$ cat config.mk
export PLATFORM = sky130hd
export DESIGN_NAME = tte_front
export DESIGN_NICKNAME = d
export VERILOG_FILES = /design/src/tte_pkg.sv /design/src/tte_front.sv
export SDC_FILE = /design/constraint.sdc
export NUM_CORES = 1
export LEC_CHECK = 0
export ABC_AREA = 1
export BUFFER_PORTS_ARGS = -buffer_cell sky130_fd_sc_hd__buf_2
export CAP_MARGIN = 40
export CORE_ASPECT_RATIO = 0.9
export CORE_MARGIN = 5
export CORE_UTILIZATION = 46
export DETAILED_ROUTE_END_ITERATION = 8
export PLACE_DENSITY = 0.76
export SYNTH_ARGS = -nofsm -noshare
export SYNTH_HDL_FRONTEND = slang
export SYNTH_SLANG_ARGS = --single-unit
$ cat constraint.sdc
create_clock -name clk -period 2.3 [get_ports clk]
set_input_delay 0.23 -clock clk [delete_from_list [all_inputs] [get_ports clk]]
set_output_delay 0.23 -clock clk [all_outputs]
set_load 0.005 [all_outputs]
$ cat src/tte_pkg.sv
// ----------------------------------------------------------------------------
// tte_pkg
// Shared types and codes of the text terminal cell engine.
// ----------------------------------------------------------------------------
package tte_pkg;

  localparam int CELL_W = 24;

  // request function codes
  localparam logic [1:0] FUNC_PUT     = 2'd0;
  localparam logic [1:0] FUNC_READ    = 2'd1;
  localparam logic [1:0] FUNC_MOVE    = 2'd2;
  localparam logic [1:0] FUNC_RESTORE = 2'd3;

  // character codes
  localparam logic [7:0] CH_NUL   = 8'h00;
  localparam logic [7:0] CH_BS    = 8'h08;
  localparam logic [7:0] CH_LF    = 8'h0A;
  localparam logic [7:0] CH_CR    = 8'h0D;
  localparam logic [7:0] CH_SPACE = 8'h20;
  localparam logic [7:0] CH_DEL   = 8'h7F;

  // screen-mode edit codes
  localparam logic [7:0] ED_HOME       = 8'h01;
  localparam logic [7:0] ED_LEFT       = 8'h02;
  localparam logic [7:0] ED_DELETE     = 8'h04;
  localparam logic [7:0] ED_EOL        = 8'h05;
  localparam logic [7:0] ED_RIGHT      = 8'h06;
  localparam logic [7:0] ED_INS_ON     = 8'h09;
  localparam logic [7:0] ED_CLR_EOL    = 8'h0B;
  localparam logic [7:0] ED_CLS        = 8'h0C;
  localparam logic [7:0] ED_DOWN       = 8'h0E;
  localparam logic [7:0] ED_INS_OFF    = 8'h0F;
  localparam logic [7:0] ED_UP         = 8'h10;
  localparam logic [7:0] ED_SMOOTH_OFF = 8'h14;
  localparam logic [7:0] ED_SMOOTH_ON  = 8'h15;

  // configuration register indexes
  localparam logic [2:0] CFG_TEXT_MODE   = 3'd0;
  localparam logic [2:0] CFG_AUTO_SCROLL = 3'd1;
  localparam logic [2:0] CFG_TEXT_WRAP   = 3'd2;
  localparam logic [2:0] CFG_SCREEN_MODE = 3'd3;
  localparam logic [2:0] CFG_FG_COLOR    = 3'd4;
  localparam logic [2:0] CFG_BG_COLOR    = 3'd5;

  localparam logic [7:0] RESET_FG = 8'd15;
  localparam logic [7:0] RESET_BG = 8'd0;

  typedef enum logic [4:0] {
    OP_NOP, OP_NEWLINE, OP_LEFT, OP_HOME, OP_DELETE, OP_EOL, OP_RIGHT,
    OP_INS_ON, OP_CLR_EOL, OP_CLS, OP_DOWN, OP_INS_OFF, OP_UP,
    OP_SMOOTH_OFF, OP_SMOOTH_ON, OP_PRINT, OP_ADVANCE, OP_READ, OP_MOVE,
    OP_RESTORE
  } op_t;

  typedef struct packed {
    logic [1:0] func;
    logic [7:0] char_code;
    logic [7:0] col;
    logic [7:0] row;
  } in_t;

  typedef struct packed {
    logic [7:0] read_char;
    logic [5:0] cursor_col;
    logic [4:0] cursor_row;
    logic       scrolled;
    logic       insert_on;
    logic       smooth_on;
  } res_t;

  typedef struct packed {
    logic       text_mode;
    logic       auto_scroll;
    logic       text_wrap;
    logic       screen_mode;
    logic [7:0] fg_color;
    logic [7:0] bg_color;
  } cfg_t;

  // decoded command, col and row already clamped
  typedef struct packed {
    op_t        op;
    logic [7:0] ch;
    logic [7:0] col;
    logic [7:0] row;
  } cmd_t;

  typedef struct packed {
    logic take;
    logic init_busy;
  } back_sts_t;

endpackage

$ cat src/tte_front.sv
// ----------------------------------------------------------------------------
// tte_front
// Accepts items, decodes them into commands and queues them for the back end.
// ----------------------------------------------------------------------------
module tte_front #(
  parameter int NUM_COLS = 64,
  parameter int NUM_ROWS = 32
) (
  input  logic               clk,
  input  logic               rst_n,
  input  tte_pkg::cfg_t      cfg,
  input  logic               in_valid,
  output logic               in_ready,
  input  tte_pkg::in_t       in_data,
  output logic               q_valid,
  output tte_pkg::cmd_t      q_cmd,
  input  tte_pkg::back_sts_t sts
);
  import tte_pkg::*;

  op_t        op;
  logic [7:0] col_c;
  logic [7:0] row_c;
  cmd_t       q_mem_r [2];
  logic       wp_r, wp_nxt;
  logic       rp_r, rp_nxt;
  logic [1:0] cnt_r, cnt_nxt;
  logic       push;

  always_comb begin
    op = OP_NOP;
    case (in_data.func)
      FUNC_PUT: begin
        if (!cfg.text_mode || in_data.char_code == CH_NUL) begin
          op = OP_NOP;
        end else if (in_data.char_code inside {CH_CR, CH_LF}) begin
          op = OP_NEWLINE;
        end else if (in_data.char_code inside {CH_BS, CH_DEL}) begin
          op = OP_LEFT;
        end else if (in_data.char_code < CH_SPACE) begin
          if (!cfg.screen_mode) begin
            op = OP_ADVANCE;
          end else begin
            case (in_data.char_code)
              ED_HOME:       op = OP_HOME;
              ED_LEFT:       op = OP_LEFT;
              ED_DELETE:     op = OP_DELETE;
              ED_EOL:        op = OP_EOL;
              ED_RIGHT:      op = OP_RIGHT;
              ED_INS_ON:     op = OP_INS_ON;
              ED_CLR_EOL:    op = OP_CLR_EOL;
              ED_CLS:        op = OP_CLS;
              ED_DOWN:       op = OP_DOWN;
              ED_INS_OFF:    op = OP_INS_OFF;
              ED_UP:         op = OP_UP;
              ED_SMOOTH_OFF: op = OP_SMOOTH_OFF;
              ED_SMOOTH_ON:  op = OP_SMOOTH_ON;
              default:       op = OP_NOP;
            endcase
          end
        end else begin
          op = OP_PRINT;
        end
      end
      FUNC_READ: op = cfg.text_mode ? OP_READ : OP_NOP;
      FUNC_MOVE: op = OP_MOVE;
      default:   op = OP_RESTORE;
    endcase
  end

  assign col_c = (in_data.col > 8'(NUM_COLS - 1)) ? 8'(NUM_COLS - 1) : in_data.col;
  assign row_c = (in_data.row > 8'(NUM_ROWS - 1)) ? 8'(NUM_ROWS - 1) : in_data.row;

  assign in_ready = (cnt_r != 2'd2) && !sts.init_busy;
  assign push     = in_valid && in_ready;
  assign q_valid  = (cnt_r != 2'd0);
  assign q_cmd    = q_mem_r[rp_r];

  always_comb begin
    wp_nxt  = wp_r;
    rp_nxt  = rp_r;
    cnt_nxt = cnt_r;
    if (push) begin
      wp_nxt = ~wp_r;
    end
    if (sts.take) begin
      rp_nxt = ~rp_r;
    end
    if (push && !sts.take) begin
      cnt_nxt = cnt_r + 2'd1;
    end else if (!push && sts.take) begin
      cnt_nxt = cnt_r - 2'd1;
    end
  end

  always_ff @(posedge clk) begin
    if (!rst_n) begin
      wp_r  <= 1'b0;
      rp_r  <= 1'b0;
      cnt_r <= 2'd0;
    end else begin
      wp_r  <= wp_nxt;
      rp_r  <= rp_nxt;
      cnt_r <= cnt_nxt;
    end
  end

  always_ff @(posedge clk) begin
    if (push) begin
      q_mem_r[wp_r] <= '{op: op, ch: in_data.char_code, col: col_c, row: row_c};
    end
  end

endmodule

* Word-level counts from Yosys, hierarchy flattened *
Memories as Yosys holds them, arrays and structs flattened. A register that Yosys moved wholly into a read port is not among the register bits.
Cells that the tools add are included.

word-level totals
  input bits = 51
  RAM bits = 58
  register bits after elaboration = 4
  bits in latches = 0
  logic and storage cells = 51
  bits in read-only memories = 128
  output and inout bits = 31
  memories = 2

cells by class
  add/subtract/negate cells = 2
  div/mod/pow operators = 0
  shift-type cells = 0
  multiplexer cells = 16
  $mul = 0
  reduce and logical (&&, ||, !) cells = 16
  bitwise operators = 2
  $lt $le $gt $ge = 3
  equal/unequal tests = 7

memory list
  memory           depth  width  read ports  clocked after memory_dff  write ports  line             source
  (no name shown)  32     4      1           0                         0            tte_front.sv:44  case (in_data.char_code)
  q_mem_r          2      29     1           1                         1            tte_front.sv:24  cmd_t q_mem_r [2];

operators by type and width
  operator               count
  $mux W5                7
  $eq A8 B4 Y1 const B   3
  $mux W8                2
  $pmux W5 S3            1
  $eq A8 B7 Y1 const B   1
  $gt A8 B5 Y1 const B   1
  $gt A8 B6 Y1 const B   1
  $logic_not A8 Y1       1
  $lt A8 B6 Y1 const B   1
  $reduce_bool A2 Y1     4
  $logic_and A1 B1 Y1    4
  $logic_not A1 Y1       4
  $mux W1                4
  $mux W2                2
  $logic_not A3 Y1       1
  $add A2 B1 Y2 const B  1
  $eq A2 B1 Y1 const B   1
  $eq A2 B2 Y1 const B   1
  $logic_not A2 Y1       1
  $ne A2 B2 Y1 const B   1
  $not A1 Y1             2
  $sub A2 B1 Y2 const B  1
  $logic_or A1 B1 Y1     1

* Logic depth before layout (Yosys ltp) *
Gate-level depths: netlist of run 1.

  depth in word-level cells = 8
  mapped depth = 10
  depth with buffers taken out = 10

* Least setup slack after synthesis of run 1 *
OpenSTA, ideal clock, no wires.

  path kind = flip-flop to flip-flop
  start point = reg cnt_r[0]
  end point = mem q_mem_r[0][0] in the netlist's numbering, enable pin
  path buffers = 0
  period minus slack after synthesis = 2374 ps
  path slack = -74 ps
  library setup time = 415 ps
  data arrival time = 1959 ps
  required time = 1885 ps
  stages on the path, launching flop included = 5
  cell sequence = dfxtp_1 > inv_1 > a21oi_1 > nand2_1 > nor2_1

on the way
  cells in the longest elaborated chain, start to end = 5

ends and longest elaborated chain
  item                           line              source
  from (decl)                    tte_front.sv:27   logic [1:0] cnt_r, cnt_nxt;
  from (signal assigned)         tte_front.sv:104  cnt_r <= cnt_nxt;
  $ne A2 B2 Y1                   tte_front.sv:74   assign in_ready = (cnt_r != 2'd2) && !sts.init_busy;
  $logic_and A1 B1 Y1            tte_front.sv:74
  named net in_ready             tte_front.sv:13   output logic in_ready,
  $logic_and A1 B1 Y1            tte_front.sv:75   assign push = in_valid && in_ready;
  $mux W1                        tte_front.sv:109  if (push) begin
  $mux W1 (implied by the code)  tte_front.sv:110  q_mem_r[wp_r] <= '{op: op, ch: in_data.char_code, col: col_c, row: row_c};
  to (decl)                      tte_front.sv:24

The timed path passes the listed nets, and every way through them passes these cells.

==> flow_metrics.env, run 1 <==
export IMPL_status="completed"
export IMPL_skew_ps=10.8
export IMPL_place_congestion=0.821
export IMPL_clk_path_buf_depth=2
export IMPL_instances_no_fill=401
export IMPL_ctsResizeCount=0
export IMPL_port_buffers=63
export IMPL_drt_iter0_drc=44
export IMPL_cp_max_fo=15
export IMPL_core_rowCount=27
export IMPL_cts_tree="done"
export IMPL_die_w_um=92.4
export IMPL_p_leak_uw=0.00147
export IMPL_drive_gt1_share_pct=35.0
export IMPL_clk_pin_slew_ps=70
export IMPL_setup_viol=0
export IMPL_synth_top_area_share_pct=61.9
export IMPL_synth_most_common_cell="edfxtp_1"
export IMPL_yosys_top_cells_area="edfxtp_1 62%, mux2_2 12%, nand2_1 6.4%, inv_1 4.5%, dfxtp_1 3.6%"
export IMPL_area_growth_pct=24.0
export IMPL_cts_buffers=9
export IMPL_overflow=0
export IMPL_rsz0062_at_grt="no"
export IMPL_async_reset_ff_share_pct=0
export IMPL_r2r_end="cnt_r[1]"
export IMPL_wl_per_cell_um=12.6
export IMPL_grt_max_degree=17
export IMPL_hold_path_startpoint="in_data[22]"
export IMPL_synthTopCellsByCount="58 x edfxtp_1, 48 x nand2_1, 34 x inv_1"
export IMPL_crit_type="reg -> out"
export IMPL_via_count=1880
export IMPL_synth_cell_types=19
export IMPL_seq_area_frac_synth_pct=65.5
export IMPL_antenna_left=0
export IMPL_final_core_util_pct=57.7
export IMPL_synth_ff_type="edfxtp_1"
export IMPL_hold_end="q_mem_r[1][22]"
export IMPL_drv_cap=0
export IMPL_fmax_mhz=616
export IMPL_die_height_um=84.2
export IMPL_via_per_inst=4.69
export IMPL_antenna_found_initial=0
export IMPL_tightestPinTransition_ps=491
export IMPL_setup_tns_ps=0
export IMPL_ctsHtreeMaxLevel=3
export IMPL_ys_ff_latch=63
export IMPL_netlist_instances=238
export IMPL_hp_class="in -> reg"
export IMPL_cts_setup_buffers=0
export IMPL_synth_area_mm2=0.00281
export IMPL_core_area_mm2=0.00605
export IMPL_dp_cells=385
export IMPL_cts_sinks=63
export IMPL_power_density_mw_per_mm2=736
export IMPL_fin_crit_sh_pct=70.5
export IMPL_ys_warn_count=0
export IMPL_dieArea_mm2=0.00778
export IMPL_grt_first_pass_wirelength_mm=8.67
export IMPL_cts_hold_buf=0
export IMPL_drt_total_wl_mm=5.06
export IMPL_hold_depth=1
export IMPL_clkLatencyLatePin_ps=330
export IMPL_r2r_cells=9
export IMPL_grt_pass1_vias=1985
export IMPL_syn_avg_cell_area_um2=11.8
export IMPL_maxSlewHeadroom_pct=67.0
export IMPL_drtPass1Iterations=4
export IMPL_required_ps=2070
export IMPL_synth_edf_count=58
export IMPL_rrSetupSlack_ps=700
export IMPL_start_util_pct=46.5
export IMPL_grt_use_total_pct=14.5
export IMPL_hold_viol_final=0
export IMPL_period_needed_ps=1620
export IMPL_diodes=0
export IMPL_ir_worst_vdd_v=0.000274
export IMPL_timing_rr_start="cnt_r[0]"
export IMPL_io_pins=82
export IMPL_root_buffer="clkbuf_8"
export IMPL_power_uw=2570
export IMPL_dp_hpwl_mm=3.73
export IMPL_layout_nets=380
export IMPL_drc=0
export IMPL_startpoint_type="register"
export IMPL_crit_path_end_kind="output pin"
export IMPL_synth_top_area_cell="edfxtp_1"
export IMPL_worst_ep_arrival_time_ps=1390
export IMPL_finalMaxSlewViolations=0
-- state kept, by name, summed over array words and instances (netlist names), named ones only --
register,cells
q_mem_r,58
cnt_r,2
rp_r,1
wp_r,1
-- report_power, final --
group	switching, uW	total [uW]	leakage, uW	internal, uW
combinational	149	274	0.000806	125
clock	379	981	0.000102	602
sequential	11.7	1310	0.000558	1300
-- metrics by stage --
stage | cell area, um^2 | worst slack [ps] | hold slack, ps
detailed placement | 3290 | 671 | 453
global route | 3490 | 516 | 120
finish | 3490 | 678 | 140
global placement | 3290 | 762 | 434
CTS | 3490 | 651 | 113
floorplan | 2850 | -73.9 | 329
-- per-layer routing --
layer / vias up / routed length (um) / global-route usage (%)
met5: - / 0 / 0
met4: 0 / 56 / 7.29
met3: 6 / 201 / 3.67
met2: 36 / 2670 / 25.8
met1: 869 / 2130 / 15.9
li1: 969 / - / -
-- kinds of logic (layout without fill, tap and decap cells) --
logic type / Yosys count / in the layout / share of synthesized area [%]
muxes: 29 / 29 / 11.6
and+or+nand+nor: 85 / 85 / 12.1
DFF: 63 / 63 / 65.5
AOI/OAI and AO/OA: 18 / 18 / 3.33
other: 1 / 10 / 0.133
adders and majority gates: 5 / 5 / 2.22
buffers and inverters: 37 / 119 / 5.16
-- cell type report --
class	instances	area [um^2]
Clock buffer	11	131
Clock inverter	5	72.6
Fill cell	521	2560
Inverter	34	128
Multi-Input combinational cell	147	866
Sequential cell	63	1840
Tap cell	72	90.1
Timing Repair Buffer	69	360
-- layout by cell type, fill, tap and decap left out, types with 3 or more instances in the layout --
master     n
a21oi_1    8
buf_2     63
buf_4      6
clkbuf_8   9
conb_1    10
dfxtp_1    5
edfxtp_1  58
ha_1       5
inv_1     34
mux2_2    29
nand2_1   48
nand3_1    7
nor2_1    22
nor2_2     3
o21ai_0    9
-- how the worst max path moves through the flow --
stage	cells after the start	slack, ps	to	start
6_report	3	680	q_cmd[23]	register
5_1_grt	9	520	cnt_r[1]	cnt_r[0]
4_1_cts	3	650	q_cmd[20]	register
3_5_place_dp	9	670	cnt_r[1]	cnt_r[0]
3_3_place_gp	9	760	cnt_r[1]	cnt_r[0]
2_1_floorplan	4	-70	q_mem_r[0][0]	cnt_r[0]
-- worst max-delay path, cell delays in order (launching register included) --
cell,delay [ps]
dfxtp_1,330
buf_4,230
mux2_2,370
buf_2,130
(Power assumes the default switching activity.)
==> run 2: changes to the inputs <==
- ABC_AREA: 1 -> 0
- clock period: 2.3 -> 1.41 ns (I/O delays scaled with it)
==> flow_metrics.env, run 2 <==
export IMPL_n_fill_cell=455
export IMPL_via_per_inst=5.07
export IMPL_clkLatencyLatePin_ps=320
export IMPL_required_ps=1270
export IMPL_drc=0
export IMPL_p_seq_share_pct=51.0
export IMPL_area_growth_pct=44.1
export IMPL_root_buffer="clkbuf_8"
export IMPL_drt_total_wl_mm=6.02
export IMPL_port_buffers=63
export IMPL_netlist_instances=190
export IMPL_crit_path_top_delay_cell="dfxtp_4"
export IMPL_wl_per_cell_um=16.0
export IMPL_grt_first_pass_wirelength_mm=9.76
export IMPL_multi_input_area_mm2=0.00109
export IMPL_power_density_mw_per_mm2=1040
export IMPL_core_area_mm2=0.00608
export IMPL_crit_type="reg -> out"
export IMPL_drtPass1Iterations=4
export IMPL_period_needed_ps=1490
export IMPL_path_cells="buf_16, mux2_4, buf_6"
export IMPL_drv_cap=0
export IMPL_diodes=0
export IMPL_reg_top3="q_mem_r: 58 flops, cnt_r: 2 flops"
export IMPL_status="complete, but fails checks"
export IMPL_start_util_pct=46.9
export IMPL_place_ws_ps=-188
export IMPL_finalMaxSlewViolations=0
export IMPL_cts_tree="done"
export IMPL_power_uw=4270
export IMPL_synthTopCellsByCount="58 x edfxtp_1, 30 x mux2_2, 8 x inv_1"
export IMPL_setup_viol=68
export IMPL_die_w_um=93.0
export IMPL_grt_use_total_pct=16.3
export IMPL_p_sw_uw=989
export IMPL_async_reset_ff_share_pct=0
export IMPL_cts_sinks=63
export IMPL_ctsHtreeMaxLevel=3
export IMPL_worst_ep_arrival_time_ps=1350
export IMPL_worst_slack_ps=-80.6
export IMPL_clkPwrFrac_pct=28.9
export IMPL_cpPeakStageDelay_ps=410
export IMPL_antenna_left=0
export IMPL_regMostFlops="q_mem_r"
export IMPL_dieArea_mm2=0.00787
export IMPL_syn_avg_cell_area_um2=15.0
export IMPL_crit_path_end_kind="output pin"
export IMPL_fin_crit_sh_pct=106
export IMPL_rsz0062_at_grt="yes"
export IMPL_hold_viol_final=0
export IMPL_met2_length_mm=3.04
export IMPL_clk_path_buf_depth=2
export IMPL_cts_hold_buf=0
export IMPL_final_cell_mix="58 x edfxtp_1, 36 x buf_2, 28 x buf_6"
export IMPL_synth_top_area_cell="edfxtp_1"
export IMPL_grt_pass1_vias=2001
export IMPL_ys_warn_count=0
export IMPL_antenna_found_initial=0
export IMPL_dp_hpwl_mm=3.96
export IMPL_synth_edf_count=58
export IMPL_ir_worst_vdd_v=0.000465
export IMPL_regArea_mm2=0.00185
export IMPL_cts_buffers=9
export IMPL_layout_nets=356
export IMPL_synth_ff_type="edfxtp_1"
export IMPL_ys_ff_latch=63
export IMPL_dr_wl_met3_um=297
export IMPL_grt_max_degree=18
export IMPL_finalInstanceArea_mm2=0.00411
export IMPL_place_congestion=0.855
export IMPL_cp_max_fo=14
export IMPL_io_pins=82
export IMPL_synth_most_common_cell="edfxtp_1"
export IMPL_via_count=1906
export IMPL_drt_iter0_drc=84
export IMPL_synth_area_mm2=0.00285
export IMPL_seq_area_frac_synth_pct=64.6
export IMPL_core_rowCount=27
export IMPL_fmax_mhz=671
export IMPL_swShare_pct=23.2
export IMPL_largest_reg_flops=58
export IMPL_dpl_instance_area_mm2=0.00352
export IMPL_synth_cell_types=45
export IMPL_p_leak_uw=0.00166
export IMPL_final_common_cell="edfxtp_1"
export IMPL_overflow=0
export IMPL_startpoint_type="register"
export IMPL_hp_class="in -> reg"
export IMPL_die_height_um=84.7
export IMPL_violations="setup timing"
export IMPL_yosys_top_cells_area="edfxtp_1 61%, mux2_2 12%, dfxtp_1 3.5%, ha_1 2.2%, mux2i_1 2.1%"
export IMPL_highest_layer="met4"
export IMPL_synth_top_area_share_pct=61.1
export IMPL_p_int_uw=3280
export IMPL_p_comb_share_pct=20.1
export IMPL_skew_ps=4.16
export IMPL_drive_gt1_share_pct=50.0
export IMPL_drt_met1_wl_mm=2.62
export IMPL_clk_pin_slew_ps=60
## run 2: path summary, 6_finish.rpt
path | start | end | slack, ps | cells past startpoint
setup / recovery | register | q_cmd[0] | -80 | 3
hold / removal | in_data[22] | q_mem_r[0][22] | 70 | 1
setup reg to reg | cnt_r[0] | q_mem_r[1][4] | -60 | 6
hold reg to reg | rp_r | register | 590 | 2
## run 2: logic make-up after synthesis
family                     Yosys count  share of synthesized area, %
DFF                                 63                          64.6
and+or+nand+nor                     44                          9.00
muxes                               36                          14.0
AOI/OAI and AO/OA                   24                          6.41
buffers and inverters               14                          2.72
adders and majority gates            5                          2.20
xor gates and xnor gates             3                         0.922
other                                1                         0.132
## run 2: power by group through the flow
stage                     clock network, uW  logic [uW]  registers (uW)
after floorplan                           0         324            2200
after global placement                    0         630            2200
after detailed placement                  0         644            2200
after CTS                              1280         761            2170
after global routing                   1370         924            2180
final                                  1230         859            2180
## run 2: final cells by class
class                      count  share of cell area [%]
inverter                       8                   0.731
timing repair buffer          96                    21.8
clock inverter                 2                   0.213
tap                           72                    2.19
clock buffer                  13                    3.38
sequential                    63                    45.0
multi-input combinational    122                    26.7
## run 2: metrics by stage
stage               util (%)  hold WS (ps)  TNS (ps)  cells
finish                  67.5          74.4     -3100    376
global placement        57.8           399     -2200    355
CTS                     64.4          54.2     -5520    374
floorplan                  -           240    -10150    199
global route            67.5          61.8     -7750    376
detailed placement      57.8           406     -4640    355
## run 2: critical path: cells and delay by family (launching register included)
| family | cells | cell delay (ps) |
|---|---|---|
| mux | 1 | 320 |
| flops | 1 | 410 |
| buf+inv | 2 | 300 |
## run 2: repair_timing
action                                  4_1_cts  5_1_grt
buffers inserted                              2        0
pin swaps                                     4        1
endpoints found under the setup margin       89       92
cloned                                        2        3
resized for setup                            36       29
## run 2: layer usage
metal  track usage (%)  up-vias
li1                  -      940
met2              26.6       59
met1              20.3      903
met3              4.66        4
met5                 0        -
met4              6.52        0
==> run 3: changes to the inputs <==
- CORE_MARGIN: 5 -> default
- CORE_UTILIZATION: 46 -> 55
- PLACE_DENSITY: 0.76 -> 0.85
- clock period: 1.41 -> 1.8 ns (I/O delays scaled with it)
==> flow_metrics.env, run 3 (synthesized netlist as in run 2, its figures left out) <==
export IMPL_status="completed"
export IMPL_clkLatencyLatePin_ps=330
export IMPL_power_uw=3200
export IMPL_fin_crit_sh_pct=91.4
export IMPL_via_per_inst=5.29
export IMPL_clk_pin_slew_ps=70
export IMPL_crit_type="reg -> reg"
export IMPL_dp_hpwl_mm=3.72
export IMPL_cp_buffers_inverters=1
export IMPL_cp_top_family="compound AO/OA/AOI/OAI gates"
export IMPL_dieArea_mm2=0.00547
export IMPL_grt_max_degree=16
export IMPL_die_w_um=77.9
export IMPL_diodes=0
export IMPL_drv_cap=0
export IMPL_cts_tree="done"
export IMPL_grt_use_total_pct=20.7
export IMPL_clk_path_buf_depth=2
export IMPL_rsz0062_at_grt="no"
export IMPL_n_fill_cell=336
export IMPL_period_needed_ps=1650
export IMPL_finalMaxSlewViolations=0
export IMPL_layout_nets=333
export IMPL_drt_iter0_drc=82
export IMPL_overflow=0
export IMPL_core_area_mm2=0.00492
export IMPL_drc=0
export IMPL_drive_gt1_share_pct=44.3
export IMPL_antenna_found_initial=0
export IMPL_crit_path_top_delay_cell="dfxtp_1"
export IMPL_grt_pass1_vias=1738
export IMPL_port_buffers=63
export IMPL_cts_sinks=63
export IMPL_required_ps=2050
export IMPL_grt_first_pass_wirelength_mm=8.31
export IMPL_drtPass1Iterations=6
export IMPL_path_cells="inv_1, a211oi_4, ha_1, or3_1, a21boi_1"
export IMPL_hold_viol_final=0
export IMPL_tightestPinTransition_ps=508
export IMPL_final_common_cell="buf_2"
export IMPL_drt_total_wl_mm=5.22
export IMPL_cp_max_fo=4
export IMPL_wl_per_cell_um=15.0
export IMPL_fmax_mhz=608
export IMPL_final_cell_mix="63 x buf_2, 58 x edfxtp_1, 30 x mux2_2"
export IMPL_regMostFlops="q_mem_r"
export IMPL_p_leak_uw=0.00135
export IMPL_cpPeakStageDelay_ps=400
export IMPL_worst_ep_arrival_time_ps=1900
export IMPL_ir_worst_vdd_v=0.000449
export IMPL_cts_buffers=9
export IMPL_crit_path_end_kind="register"
export IMPL_antenna_left=0
export IMPL_die_height_um=70.3
export IMPL_reg_top3="q_mem_r: 58 flops, cnt_r: 2 flops"
export IMPL_hp_class="in -> reg"
export IMPL_setup_viol=0
export IMPL_setup_tns_ps=0
export IMPL_start_util_pct=57.9
export IMPL_power_density_mw_per_mm2=906
export IMPL_io_pins=82
export IMPL_area_growth_pct=24.0
export IMPL_via_count=1835
export IMPL_root_buffer="clkbuf_8"
export IMPL_ctsHtreeMaxLevel=3
export IMPL_startpoint_type="register"
export IMPL_skew_ps=5.78
export IMPL_largest_reg_flops=58
export IMPL_place_congestion=0.874
export IMPL_maxSlewHeadroom_pct=65.9
export IMPL_core_rowCount=24
==> run 3: repair_timing <==
| item | CTS | global route |
|---|---|---|
| endpoints found under the hold margin | 0 | 0 |
| hold buffers | 0 | 0 |
| buffers inserted | 0 | 1 |
| endpoints found under the setup margin | 0 | 1 |
| resized for setup | 0 | 2 |
==> run 3: cell type report <==
type | instances | area [um^2] | share of cell area, %
Timing Repair Buffer | 73 | 428 | 12.1
Clock inverter | 1 | 5.00 | 0.142
Tap cell | 65 | 81.3 | 2.30
Clock buffer | 15 | 166 | 4.71
Inverter | 8 | 30.0 | 0.850
Sequential cell | 63 | 1840 | 52.1
Multi-Input combinational cell | 122 | 980 | 27.7
==> run 3: worst paths after layout <==
| check | start | end | slack, ps | cells past startpoint |
|---|---|---|---|---|
| max | cnt_r[0] | cnt_r[1] | 150 | 5 |
| min | in_data[21] | q_mem_r[1][21] | 110 | 1 |
| max reg2reg | cnt_r[0] | cnt_r[1] | 150 | 5 |
| min reg2reg | cnt_r[1] | cnt_r[1] | 570 | 2 |
==> run 3: power by group <==
group,internal (uW),switching (uW)
clock,575,475
combinational,230,219
sequential,1670,28.2
total,2480,722
==> run 3: metal layers <==
layer	part of all wire, %	vias to the layer above	global-route usage, %
li1	-	891	-
met1	43	874	25.2
met2	51	60	35.5
met3	3.6	10	2.48
met4	2.5	0	11.9
met5	0	-	0
==> run 3: per-stage QoR <==
step	instances	util [%]	setup slack [ps]	instance area, um^2	hold slack [ps]
global placement	330	67.9	118	3350	434
global route	347	71.7	12.4	3530	118
CTS	346	71.4	3.31	3520	95.0
detailed placement	330	67.9	47.9	3350	441
finish	347	71.7	154	3530	113
floorplan	199	-	158	2890	279
